### src/design/stm_fifo.sv
// ----------------------------------------------------------------------------
// Small FIFO
// Register-based queue; push only when not full, pop only when not empty.
// ----------------------------------------------------------------------------
module stm_fifo #(
   parameter int WIDTH = 8,
   parameter int DEPTH = 4,
   localparam int PW = $clog2(DEPTH),
   localparam int CW = $clog2(DEPTH + 1)
) (
   input  logic             clock,
   input  logic             reset,
   input  logic             push,
   input  logic [WIDTH-1:0] push_data,
   input  logic             pop,
   output logic [WIDTH-1:0] pop_data,
   output logic [CW-1:0]    count
);

   logic [WIDTH-1:0] mem_ff [DEPTH];
   logic [PW-1:0]    wr_ff, wr_in;
   logic [PW-1:0]    rd_ff, rd_in;
   logic [CW-1:0]    count_ff, count_in;

   always_comb begin
      wr_in    = push ? wr_ff + PW'(1) : wr_ff;
      rd_in    = pop ? rd_ff + PW'(1) : rd_ff;
      count_in = count_ff;
      case ({push, pop})
         2'b10:   count_in = count_ff + CW'(1);
         2'b01:   count_in = count_ff - CW'(1);
         default: count_in = count_ff;
      endcase
   end

   always_ff @(posedge clock) begin
      if (reset) begin
         wr_ff    <= '0;
         rd_ff    <= '0;
         count_ff <= '0;
      end else begin
         wr_ff    <= wr_in;
         rd_ff    <= rd_in;
         count_ff <= count_in;
      end
   end

   always_ff @(posedge clock) begin
      if (push) begin
         mem_ff[wr_ff] <= push_data;
      end
   end

   assign pop_data = mem_ff[rd_ff];
   assign count    = count_ff;

endmodule

### config.mk
export PLATFORM = sky130hd
export DESIGN_NAME = stm_fifo
export DESIGN_NICKNAME = d
export VERILOG_FILES = /design/src/design/stm_fifo.sv
export SDC_FILE = /design/constraint.sdc
export NUM_CORES = 1
export LEC_CHECK = 0
export BUFFER_PORTS_ARGS = -buffer_cell sky130_fd_sc_hd__buf_4
export CAP_MARGIN = 15
export CORE_MARGIN = 8
export CORE_UTILIZATION = 49
export DETAILED_ROUTE_END_ITERATION = 10
export GPL_TIMING_DRIVEN = 0
export PLACE_DENSITY = 0.73
export SLEW_MARGIN = 30
export SYNTH_ARGS = -nofsm -noshare
export SYNTH_HDL_FRONTEND = slang
export SYNTH_SLANG_ARGS = --single-unit
### constraint.sdc
create_clock -name clock -period 1.34 [get_ports clock]
set_input_delay 0.067 -clock clock [delete_from_list [all_inputs] [get_ports clock]]
set_output_delay 0.067 -clock clock [all_outputs]
set_load 0.02 [all_outputs]
==> qor.yml <==
global_routing:
  grt_max_degree: 13
  antenna_found_initial: 0
  grt_first_pass_wirelength_mm: 4.12
  grt_util_all_layers_pct: 10.9
  grt_remaining_overflow: 0
  number_of_global_route_vias_before_repair: 882
final_layout:
  insertedDiodeCount: 0
  area_growth_syn_to_layout_pct: 27.6
  final_layout_size_suffix_gt1_share_pct: 39.7
  nets: 143
  nFillCells: 222
  final_area_sq_mm: 0.00202
  count_of_non_filler_cells_in_the_finished_layout: 170
  post-route-util_pct: 66.0
worst_setup_path:
  worst_r2r_startpoint: "count[0]$_SDFFE_PP0P_"
  worstPathMaxFanout: 8
  slowest_delay_ns: 0.52
  critical_path_class: "flop to output pin"
  type_of_destination_of_the_critical_path: "output pin"
  critical_path_arrival_ns: 1.51
  crit_chain: "buf_12 -> mux4_2 -> buf_6"
  number_of_buffer_and_inverter_instances_along_the_worst_setup_path: 2
  cpLargestDelayFamily: "multiplexers"
  timing.critical_path.from_type: "flop"
  crit_required_ns: 1.27
  timing.critical_path.slowest_stage_cell: "sky130_fd_sc_hd__mux4_2"
clock_tree:
  cts_buffers: 5
  cts.clk_slew.worst_paths_ns: 0.11
  cts_root_buf: "sky130_fd_sc_hd__clkbuf_4"
  tritoncts_clock_tree: "yes"
  insertion_delay_ns: 0.35
  ctsHtreeMaxLevel: 2
  cts.sinks: 41
  cts.path.max_buffers: 2
pwr:
  ir_drop_mv: 0.736
  power.share.combinational_pct: 17.4
  sequentialPowerShare_pct: 56.5
  power_leakage_nw: 0.742
  clock_power_share_pct: 26.0
  swShare_pct: 23.9
  finalPower_mw: 2.62
  internal_power_mw: 1.99
  netSwitchingPower_mw: 0.626
  power-per-cell-area_mw_per_mm2: 1300
floorplanning:
  io_pins: 23
  fp-row-count: 20
  floorplan.die_area_sq_mm: 0.00530
  fp.dieH_um: 72.8
  die_x_um: 72.8
  placeableCoreArea_sq_mm: 0.00305
  initial_utilization_pct: 51.8
place:
  place.detailed.hpwl_mm: 1.70
  buffer_ports.inserted: 21
  dpl_cell_area_sq_mm: 0.00180
  dp_slack_ns: -0.198
  dp.cells: 152
  globalplace.congestion: 0.624
route:
  drt_iter0_markers: 31
  route.detailed.vias_per_inst: 4.88
  route.final.wire_length_mm: 2.55
  ant_nets: 0
  vias: 829
  detailedRoute.firstPassIterationCount: 4
  wl_per_cell_um: 15.0
  drcViolationCount: 0
timing:
  final.period_utilization_pct: 118
  hold_slack_ns: 0.0215
  worst-slew-pin-transition_ns: 0.332
  slew-limit-headroom_pct: 77.8
  rsz0062_at_grt: "true"
  min_period_ns: 1.58
  setup_total_negative_slack_ns: -1.83
  number_of_failing_hold_endpoints_at_the_final_stage: 0
  timing_max_transition_violations_final: 0
  fmax_mhz: 634
  finClkSkew_ns: 0.00509
  timing.final.setup_violations: 9
  post-route-worst-setup-slack_ns: -0.238
synth:
  yosysWarnings: 0
  synthesis.area_sq_mm: 0.00158
  synth_cell_types: 18
  number_of_cells_produced_by_synthesis: 87
  synth-seq-cells: 41
  mean_cell_area_of_the_mapped_netlist_sq_um: 18.2
  syn_nets: 105
  synth-seq-area-share_pct: 72.2
outcome:
  status: "finished, violations left"
  failed_checks: "negative setup slack"
flow_run:
  timing.max_cap.violations: 0
worst_hold_path:
  timing.hold.worst.class: "input port to flop"
  hold_path.startpoint: "push"
-- state kept, by name, summed over array words and instances, names as in the netlist, named ones only --
name and cells:
mem_ff 32, count 3, wr_ff 2, rd_ff 2
-- final timing paths --
kind                                 to  slack [ns]  cells after the start
setup / recovery            pop_data[5]       -0.24                      3
hold / removal    wr_ff[0]$_SDFFE_PP0P_        0.02                      3
setup reg to reg  count[2]$_SDFFE_PP0P_       -0.03                      5
hold reg to reg   count[1]$_SDFFE_PP0P_        0.52                      2
-- cells in the final DEF, fill, tap and decap left out --
cell type                       count
sky130_fd_sc_hd__clkbuf_2           1
sky130_fd_sc_hd__ha_1               5
sky130_fd_sc_hd__dfxtp_1            6
sky130_fd_sc_hd__mux2i_1            1
sky130_fd_sc_hd__dfxtp_2            1
sky130_fd_sc_hd__nor2_1             8
sky130_fd_sc_hd__buf_4             14
sky130_fd_sc_hd__mux4_2             8
sky130_fd_sc_hd__xor2_1             3
sky130_fd_sc_hd__clkbuf_1           1
sky130_fd_sc_hd__dfxtp_4            2
sky130_fd_sc_hd__dlygate4sd3_1      9
sky130_fd_sc_hd__fa_2               1
sky130_fd_sc_hd__a21oi_1            2
sky130_fd_sc_hd__or3_1              1
sky130_fd_sc_hd__nand2_1            1
sky130_fd_sc_hd__buf_6              8
sky130_fd_sc_hd__edfxtp_1          32
sky130_fd_sc_hd__and2_2             4
sky130_fd_sc_hd__clkinv_2           1
sky130_fd_sc_hd__xnor2_1            2
sky130_fd_sc_hd__inv_1              4
sky130_fd_sc_hd__clkbuf_8           2
sky130_fd_sc_hd__buf_12             1
sky130_fd_sc_hd__o21ai_0            1
sky130_fd_sc_hd__inv_2              2
sky130_fd_sc_hd__clkbuf_4           5
-- synthesized netlist by cell type (all sizes together) --
| library cell | count | area (sq um) |
|---|---|---|
| mux4 | 8 | 180 |
| nand2 | 1 | 3.75 |
| or3 | 1 | 6.26 |
| inv | 6 | 22.5 |
| xnor2 | 2 | 17.5 |
| a21oi | 2 | 10.0 |
| xor2 | 3 | 26.3 |
| buf | 1 | 11.3 |
| nor2 | 8 | 30.0 |
| edfxtp | 32 | 961 |
| mux2i | 1 | 10.0 |
| ha | 5 | 62.6 |
| and2 | 4 | 25.0 |
| o21ai | 1 | 5.00 |
| clkbuf | 2 | 8.75 |
| dfxtp | 9 | 180 |
| fa | 1 | 20.0 |
-- worst min-delay path: stages --
cell and delay (ns):
sky130_fd_sc_hd__buf_4 0.12, sky130_fd_sc_hd__xnor2_1 0.07, sky130_fd_sc_hd__nor2_1 0.07
-- kinds of logic (layout without fill, tap and decap cells) --
logic type / count (synthesis) / count (layout) / share of synthesized area (%)
xor+xnor: 5 / 5 / 2.77
compound gates: 3 / 3 / 0.950
buf+inv: 9 / 48 / 2.69
fa+ha+maj: 6 / 6 / 5.23
flops: 41 / 41 / 72.2
simple gates: 14 / 14 / 4.12
mux: 9 / 9 / 12.0
-- layer usage --
layer / global-route usage [%] / vias up / share of wire [%]
met1: 11.5 / 402 / 42
met3: 4.26 / 7 / 7.4
met4: 10.2 / 0 / 3.2
met5: 0 / - / 0
met2: 16.3 / 26 / 48
li1: - / 394 / -
-- cell type report --
type | instances | area, sq um | area share (%)
plain buffers | 3 | 28.8 | 1.43
clock buffers | 7 | 65.1 | 3.23
clock inverters | 1 | 5.00 | 0.248
inverters | 6 | 22.5 | 1.12
multi-input cells | 37 | 404 | 20.0
flip-flops and latches | 41 | 1150 | 57.0
well taps | 44 | 55.1 | 2.73
repair buffers | 31 | 285 | 14.2
-- power groups by stage --
stage,clock network [mW],logic (mW),registers (mW)
4_1_cts,0.703,0.463,1.48
2_1_floorplan,0,0.232,1.52
5_1_grt,0.742,0.495,1.49
3_5_place_dp,0,0.395,1.51
6_report,0.682,0.457,1.48
3_3_place_gp,0,0.390,1.51
-- what timing repair did --
| item | in CTS | in global routing |
|---|---|---|
| endpoints found under the setup margin | 25 | 25 |
| setup buffers | 1 | 0 |
| pin swaps | 0 | 0 |
| hold buffers | 9 | 0 |
| endpoints found under the hold margin | 34 | 0 |
| resized for setup | 13 | 2 |
No activity file was read; power rests on OpenSTA's default activity.
