## config.mk

```make
export PLATFORM = sky130hd
export DESIGN_NAME = stm_front_flat
export DESIGN_NICKNAME = d
export VERILOG_FILES = /design/src/design/stm_pkg.sv /design/src/design/stm_if.sv /design/src/design/stm_front.sv /design/src/flat_wrapper.sv
export SDC_FILE = /design/constraint.sdc
export NUM_CORES = 1
export LEC_CHECK = 0
export ABC_AREA = 1
export BUFFER_PORTS_ARGS = -buffer_cell sky130_fd_sc_hd__buf_4
export CAP_MARGIN = 10
export CORE_MARGIN = 4
export CORE_UTILIZATION = 40
export CTS_BUF_LIST = sky130_fd_sc_hd__clkbuf_4 sky130_fd_sc_hd__clkbuf_8
export DETAILED_ROUTE_END_ITERATION = 8
export PLACE_DENSITY = 0.73
export SETUP_SLACK_MARGIN = 0.3
export SYNTH_ARGS = -nofsm -noshare
export SYNTH_HDL_FRONTEND = slang
export SYNTH_SLANG_ARGS = --single-unit
```

## constraint.sdc

```tcl
create_clock -name clock -period 4.1 [get_ports clock]
set_input_delay 0.41 -clock clock [delete_from_list [all_inputs] [get_ports clock]]
set_output_delay 0.41 -clock clock [all_outputs]
set_load 0.05 [all_outputs]
```

## src/design/stm_pkg.sv

```systemverilog
// ----------------------------------------------------------------------------
// Span texture engine package
// Shared widths, command and register codes, reset values and the
// configuration bundle used by the front end, the back end and the top level.
// ----------------------------------------------------------------------------
package stm_pkg;

   localparam int TEXEL_ADDR_BITS_DEF = 16;

   localparam int CSR_INDEX_BITS    = 3;
   localparam int CSR_DATA_BITS     = 32;
   localparam int CMD_BITS          = 3;
   localparam int LOG_BITS          = 5;
   localparam int POS_BITS          = 32;
   localparam int SHIFT_BITS        = 6;
   localparam int BYTE_BITS         = 8;
   localparam int TABLE_ADDR_BITS   = 16;
   localparam int PALETTE_ADDR_BITS = 8;
   localparam int MODE_BITS         = 2;
   localparam int MODE_REVERSED_BIT = 1;

   localparam int QUEUE_DEPTH      = 4;
   localparam int RSP_BUFFER_DEPTH = 8;

   localparam logic [BYTE_BITS-1:0] TRANSPARENT_TEXEL = 8'hFF;
   localparam logic [MODE_BITS-1:0] MODE_MASKED       = 2'd0;

   localparam logic [LOG_BITS-1:0]  LOG_WIDTH_RST  = 5'd6;
   localparam logic [LOG_BITS-1:0]  LOG_HEIGHT_RST = 5'd6;
   localparam logic [POS_BITS-1:0]  STEP_RST       = '0;
   localparam logic [MODE_BITS-1:0] MODE_RST       = MODE_MASKED;

   typedef enum logic [CMD_BITS-1:0] {
      CMD_LOAD_TEXEL   = 3'd0,
      CMD_LOAD_PALETTE = 3'd1,
      CMD_LOAD_BLEND   = 3'd2,
      CMD_SPAN_START   = 3'd3,
      CMD_PIXEL        = 3'd4
   } cmd_type;

   typedef enum logic [CSR_INDEX_BITS-1:0] {
      CSR_LOG_WIDTH  = 3'd0,
      CSR_LOG_HEIGHT = 3'd1,
      CSR_U_STEP     = 3'd2,
      CSR_V_STEP     = 3'd3,
      CSR_BLEND_MODE = 3'd4
   } csr_index_type;

   typedef enum logic [1:0] {
      OP_TEXEL   = 2'd0,
      OP_PALETTE = 2'd1,
      OP_BLEND   = 2'd2,
      OP_PIXEL   = 2'd3
   } op_type;

   typedef struct packed {
      logic [LOG_BITS-1:0]  log_width;
      logic [LOG_BITS-1:0]  log_height;
      logic [POS_BITS-1:0]  u_step;
      logic [POS_BITS-1:0]  v_step;
      logic [MODE_BITS-1:0] blend_mode;
   } cfg_type;

   function automatic int entry_bits(input int texel_addr_bits);
      return 2 + texel_addr_bits + TABLE_ADDR_BITS + BYTE_BITS;
   endfunction

endpackage

```

## src/design/stm_if.sv

```systemverilog
// ----------------------------------------------------------------------------
// Span texture engine channels
// Valid/ready channels for command beats in and pixel beats out.
// ----------------------------------------------------------------------------
interface stm_req_if;
   logic        valid;
   logic        ready;
   logic [2:0]  cmd;
   logic [15:0] table_addr;
   logic [7:0]  table_data;
   logic [31:0] u_start;
   logic [31:0] v_start;
   logic [7:0]  dst_pixel;

   modport source (output valid, output cmd, output table_addr, output table_data,
                   output u_start, output v_start, output dst_pixel, input ready);
   modport sink   (input valid, input cmd, input table_addr, input table_data,
                   input u_start, input v_start, input dst_pixel, output ready);
endinterface


```

## src/design/stm_front.sv

```systemverilog
// ----------------------------------------------------------------------------
// Span texture engine front end
// Accepts command beats, tracks the u/v positions, forms texel addresses and
// queues table writes and pixel fetches for the back end.
// ----------------------------------------------------------------------------
module stm_front #(
   parameter int TEXEL_ADDR_BITS = stm_pkg::TEXEL_ADDR_BITS_DEF,
   localparam int ENTRY_BITS = stm_pkg::entry_bits(TEXEL_ADDR_BITS)
) (
   input  logic                  clock,
   input  logic                  reset,
   input  stm_pkg::cfg_type      cfg,
   stm_req_if.sink               req,
   output logic                  q_push,
   output logic [ENTRY_BITS-1:0] q_data,
   input  logic                  q_full
);
   import stm_pkg::*;

   typedef struct packed {
      op_type                       kind;
      logic [TEXEL_ADDR_BITS-1:0]   tex_addr;
      logic [TABLE_ADDR_BITS-1:0]   tab_addr;
      logic [BYTE_BITS-1:0]         data;
   } entry_type;

   logic [POS_BITS-1:0]        u_pos_ff, u_pos_in;
   logic [POS_BITS-1:0]        v_pos_ff, v_pos_in;
   logic [SHIFT_BITS-1:0]      u_shift, v_shift;
   logic [POS_BITS-1:0]        u_top, v_top;
   logic [TEXEL_ADDR_BITS-1:0] u_part;
   logic [TEXEL_ADDR_BITS-1:0] pix_addr;
   logic                       accept;
   entry_type                  entry;

   assign req.ready = !q_full;
   assign accept    = req.valid && req.ready;

   // a log of zero shifts by the full word and leaves nothing
   always_comb begin
      u_shift  = SHIFT_BITS'(POS_BITS) - SHIFT_BITS'(cfg.log_width);
      v_shift  = SHIFT_BITS'(POS_BITS) - SHIFT_BITS'(cfg.log_height);
      u_top    = u_pos_ff >> u_shift;
      v_top    = v_pos_ff >> v_shift;
      u_part   = TEXEL_ADDR_BITS'(u_top) << cfg.log_height;
      pix_addr = u_part + TEXEL_ADDR_BITS'(v_top);
   end

   always_comb begin
      u_pos_in       = u_pos_ff;
      v_pos_in       = v_pos_ff;
      q_push         = 1'b0;
      entry.kind     = OP_PIXEL;
      entry.tex_addr = TEXEL_ADDR_BITS'(req.table_addr);
      entry.tab_addr = req.table_addr;
      entry.data     = req.table_data;
      case (cmd_type'(req.cmd))
         CMD_LOAD_TEXEL: begin
            q_push     = accept;
            entry.kind = OP_TEXEL;
         end
         CMD_LOAD_PALETTE: begin
            q_push     = accept;
            entry.kind = OP_PALETTE;
         end
         CMD_LOAD_BLEND: begin
            q_push     = accept;
            entry.kind = OP_BLEND;
         end
         CMD_SPAN_START: begin
            if (accept) begin
               u_pos_in = req.u_start;
               v_pos_in = req.v_start;
            end
         end
         CMD_PIXEL: begin
            q_push         = accept;
            entry.kind     = OP_PIXEL;
            entry.tex_addr = pix_addr;
            entry.data     = req.dst_pixel;
            if (accept) begin
               u_pos_in = u_pos_ff + cfg.u_step;
               v_pos_in = v_pos_ff + cfg.v_step;
            end
         end
         default: begin
            q_push = 1'b0;
         end
      endcase
   end

   assign q_data = ENTRY_BITS'(entry);

   always_ff @(posedge clock) begin
      if (reset) begin
         u_pos_ff <= '0;
         v_pos_ff <= '0;
      end else begin
         u_pos_ff <= u_pos_in;
         v_pos_ff <= v_pos_in;
      end
   end

endmodule

```

## src/flat_wrapper.sv

```systemverilog
// flat-port wrapper written by rule: the top's interface ports become plain ports
module stm_front_flat import stm_pkg::*;
#(
   parameter int TEXEL_ADDR_BITS = stm_pkg::TEXEL_ADDR_BITS_DEF,
   localparam int ENTRY_BITS = stm_pkg::entry_bits(TEXEL_ADDR_BITS)
)
  (clock, reset, cfg, q_push, q_data, q_full, req_valid, req_cmd, req_table_addr, req_table_data, req_u_start, req_v_start, req_dst_pixel, req_ready);
  stm_req_if req_i ();
  input  logic clock;
  input  logic reset;
  input  stm_pkg::cfg_type cfg;
  output logic q_push;
  output logic [ENTRY_BITS-1:0] q_data;
  input  logic q_full;
  input wire logic [$bits(req_i.valid)-1:0] req_valid;
  input wire logic [$bits(req_i.cmd)-1:0] req_cmd;
  input wire logic [$bits(req_i.table_addr)-1:0] req_table_addr;
  input wire logic [$bits(req_i.table_data)-1:0] req_table_data;
  input wire logic [$bits(req_i.u_start)-1:0] req_u_start;
  input wire logic [$bits(req_i.v_start)-1:0] req_v_start;
  input wire logic [$bits(req_i.dst_pixel)-1:0] req_dst_pixel;
  output wire logic [$bits(req_i.ready)-1:0] req_ready;
  assign req_i.valid = req_valid;
  assign req_i.cmd = req_cmd;
  assign req_i.table_addr = req_table_addr;
  assign req_i.table_data = req_table_data;
  assign req_i.u_start = req_u_start;
  assign req_i.v_start = req_v_start;
  assign req_i.dst_pixel = req_dst_pixel;
  assign req_ready = req_i.ready;
  stm_front #(.TEXEL_ADDR_BITS(TEXEL_ADDR_BITS)) u_core (.clock(clock), .reset(reset), .cfg(cfg), .req(req_i), .q_push(q_push), .q_data(q_data), .q_full(q_full));
endmodule
```

==> reports/summary.txt <==
Slew Limit Fails - 0
post-route setup slack - -409.3 ps
type of the most critical hold path - in -> reg
DP Cell Count - 2596
EDFF count, synth - 0
Congestion Overflow GR - 0
GP Congestion - 0.9867
Die Ht - 172.8 um
CTS buffer count - 9
sequential share of the synthesized area - 0.1179
RSZ-0062 raised after global routing - yes
fmax - 221.8 MHz
# IOs - 223
final core utilization - 0.5927
endpoints failing setup - 10
Crit Path Class - in -> out
Netlist cell types - 49
outcome - complete, but fails checks
syn_nets - 2231
CP Capture Type - output pin
initial antenna violation count - 3
starting density of the core - 0.4043
PortBufs - 220
drt drc - 0
Post-Route Skew - 18.45 ps
Placement Cell Area - 14090 sq um
H-tree levels - 3
Routed WL - 43390 um
design area - 15930 sq um
largest family of logic cells by synthesized area - simple AND/OR/NAND/NOR gates
final period utilization - 1.100
CP max stage delay - 330 ps
xor/xnor share of the synthesized area - 0.03535
antenna viol nets, final - 0
layout net count - 2570
worst vdd ir - 0.0001427 V
slew at the pin closest to its max-slew limit - 1123 ps
Power Density - 217.6 nW/um^2
Sinks on Clock Net - 64
First DRT Iteration DRCs - 1069
critical path launch point type - primary input
Worst EP required - 3690 ps
Mapped Avg Cell Area - 5.516 sq um
share of layout cells above drive strength 1 - 0.2978
critical path's slowest cell - ha_4
Synth Area in Compound Gates - 0.2340
Yosys warning count - 0
total global-route track usage - 0.2672
Core Footprint - 26880 sq um
total die area - 29870 sq um
routed length per placed instance - 16.32 um
Period minus WS final - 4509 ps
most frequent CP cell - nand2_2
Post-Synth Simple-Gate Area - 0.4130
Crit Path Max Fanout - 8
number of global-route vias before repair - 13680
flops & latches, synth - 64
HPWL Detailed - 32650 um
Adder-Cell Fraction of Synth Area - 0.09649
final hold vios - 0
top_reg_cell synth - dfxtp_1
fin cells - 2658
dpl ws - -485.9 ps
Async SR Flop Fraction - 0
first-pass GRT wire length - 67810 um
CTS root buffer - clkbuf_8
mux share of post-synthesis cell area - 0.007369
vias per std cell - 5.533
Clock Latency Late Sink - 390 ps
largest net degree at the start of global routing - 65
DRT Pass-1 Iters - 6
failing checks - negative setup slack
Post-Syn Area - 10870 sq um
clock buffer depth - 2
CTS clk-pin slew, worst paths - 80 ps
Cells after Synth - 1970
max cap viols - 0
Rows - 60
WP data arrival - 4100 ps
Post-Route Setup TNS - -1981 ps
Via Count - 14710
die width - 172.8 um
Max-slew headroom - 0.2513
layout overhead on the synthesized area - 46.60%
CTS tree - built
Leak Pwr - 0.007613 uW
[registers in the layout, summed over array words and instances, names as in the netlist]
register         count
u_core.v_pos_ff     32
u_core.u_pos_ff     32
[what timing repair did]
action | in CTS | in global routing
hold buffers | 0 | 0
setup buffers | 27 | 11
resized for setup | 173 | 96
pin swaps | 87 | 51
endpoints found under the setup margin | 14 | 14
cloned | 4 | 1
[critical path: cells and delay by family]
kind | cells | cell delay [ps]
AND/OR/NAND/NOR | 14 | 1180
buffers and inverters | 5 | 590
adder cells (fa/ha/maj) | 2 | 590
XOR/XNOR | 1 | 200
AO/OA/AOI/OAI | 7 | 1130
[through the flow]
| step | total power, uW | hold WS, ps |
|---|---|---|
| 2_1_floorplan | 1797 | 474.6 |
| 3_3_place_gp | 2416 | 503.5 |
| 3_5_place_dp | 2435 | 505.2 |
| 4_1_cts | 3324 | 305.1 |
| 5_1_grt | 3678 | 323.7 |
| 6_report | 3466 | 320.2 |
[layer usage]
metal | up-vias | wire [um] | track usage
li1 | 7361 | - | -
met4 | 0 | 980 | 0.07383
met2 | 569 | 19500 | 0.4244
met1 | 6697 | 19690 | 0.3748
met3 | 79 | 3214 | 0.04460
met5 | - | 0 | 0
[synth_stat cells, types with 7 or more instances]
| master | instances | area [sq um] |
|---|---|---|
| nor3_1 | 20 | 100.1 |
| dfxtp_1 | 64 | 1281 |
| o21bai_1 | 7 | 52.55 |
| a221oi_1 | 9 | 78.83 |
| o21a_1 | 11 | 82.58 |
| ha_1 | 79 | 988.5 |
| o211ai_1 | 22 | 165.2 |
| nand2_1 | 594 | 2230 |
| xnor2_1 | 19 | 166.4 |
| clkbuf_1 | 46 | 172.7 |
| a211oi_1 | 12 | 90.09 |
| nor2_1 | 183 | 686.9 |
| buf_4 | 21 | 157.7 |
| or2_2 | 11 | 68.82 |
| nand3_1 | 241 | 1206 |
| inv_1 | 133 | 499.2 |
| mux2i_1 | 8 | 80.08 |
| nor4_1 | 7 | 43.79 |
| a21o_1 | 7 | 52.55 |
| nand4_1 | 14 | 87.58 |
| buf_2 | 23 | 115.1 |
| a21oi_1 | 174 | 870.8 |
| buf_1 | 13 | 48.80 |
| o21ai_1 | 12 | 60.06 |
| xor2_1 | 23 | 201.4 |
| o21ai_0 | 154 | 770.7 |
| a31oi_1 | 9 | 56.30 |
[cell type report]
cell class | count | area, sq um
inverters | 143 | 578.1
repair buffers | 432 | 3655
diodes | 3 | 7.507
multi-input cells | 1659 | 9747
fillers | 2569 | 10950
clock buffers | 12 | 158.9
well taps | 341 | 426.7
flip-flops and latches | 64 | 1281
clock inverters | 4 | 76.32
[kinds of logic after synthesis]
group | after synthesis
AND/OR/NAND/NOR | 1078
AO/OA/AOI/OAI | 448
buffers and inverters | 247
adder cells (fa/ha/maj) | 82
flip-flops | 64
XOR/XNOR | 43
multiplexers | 8
[final timing paths]
| kind | start | end | slack, ps | cells past startpoint |
|---|---|---|---|---|
| hold / removal | req_u_start[2] | u_core.u_pos_ff[2] | 320 | 3 |
| setup / recovery | cfg[71] | q_data[34] | -410 | 29 |
| hold reg to reg | u_core.v_pos_ff[4] | u_core.v_pos_ff[4] | 510 | 2 |
| setup reg to reg | u_core.v_pos_ff[0] | u_core.v_pos_ff[20] | 860 | 16 |
[cell usage in the layout, fill, tap and decap left out, drive strengths merged, types with 8 or more instances in the layout]
cell,netlist,layout
nand4,14,14
nor2,186,186
nand3,242,242
o21ai,166,166
clkbuf,46,13
or2,11,11
ha,79,79
a221oi,9,9
nand2,597,597
mux2i,8,8
xnor2,19,19
o21a,11,11
o211ai,22,22
a21oi,174,174
inv,139,141
buf,58,431
xor2,24,24
dfxtp,64,64
nor3,20,20
a31oi,9,9
a211oi,12,12
[report_power, final]
| part | switching [uW] | leakage (uW) | internal [uW] |
|---|---|---|---|
| Clock | 312 | 0.000116 | 384 |
| Combinational | 1180 | 0.00698 | 912 |
| Sequential | 33.6 | 0.000520 | 646 |
Note: power is estimated with default switching activity, not from simulation.
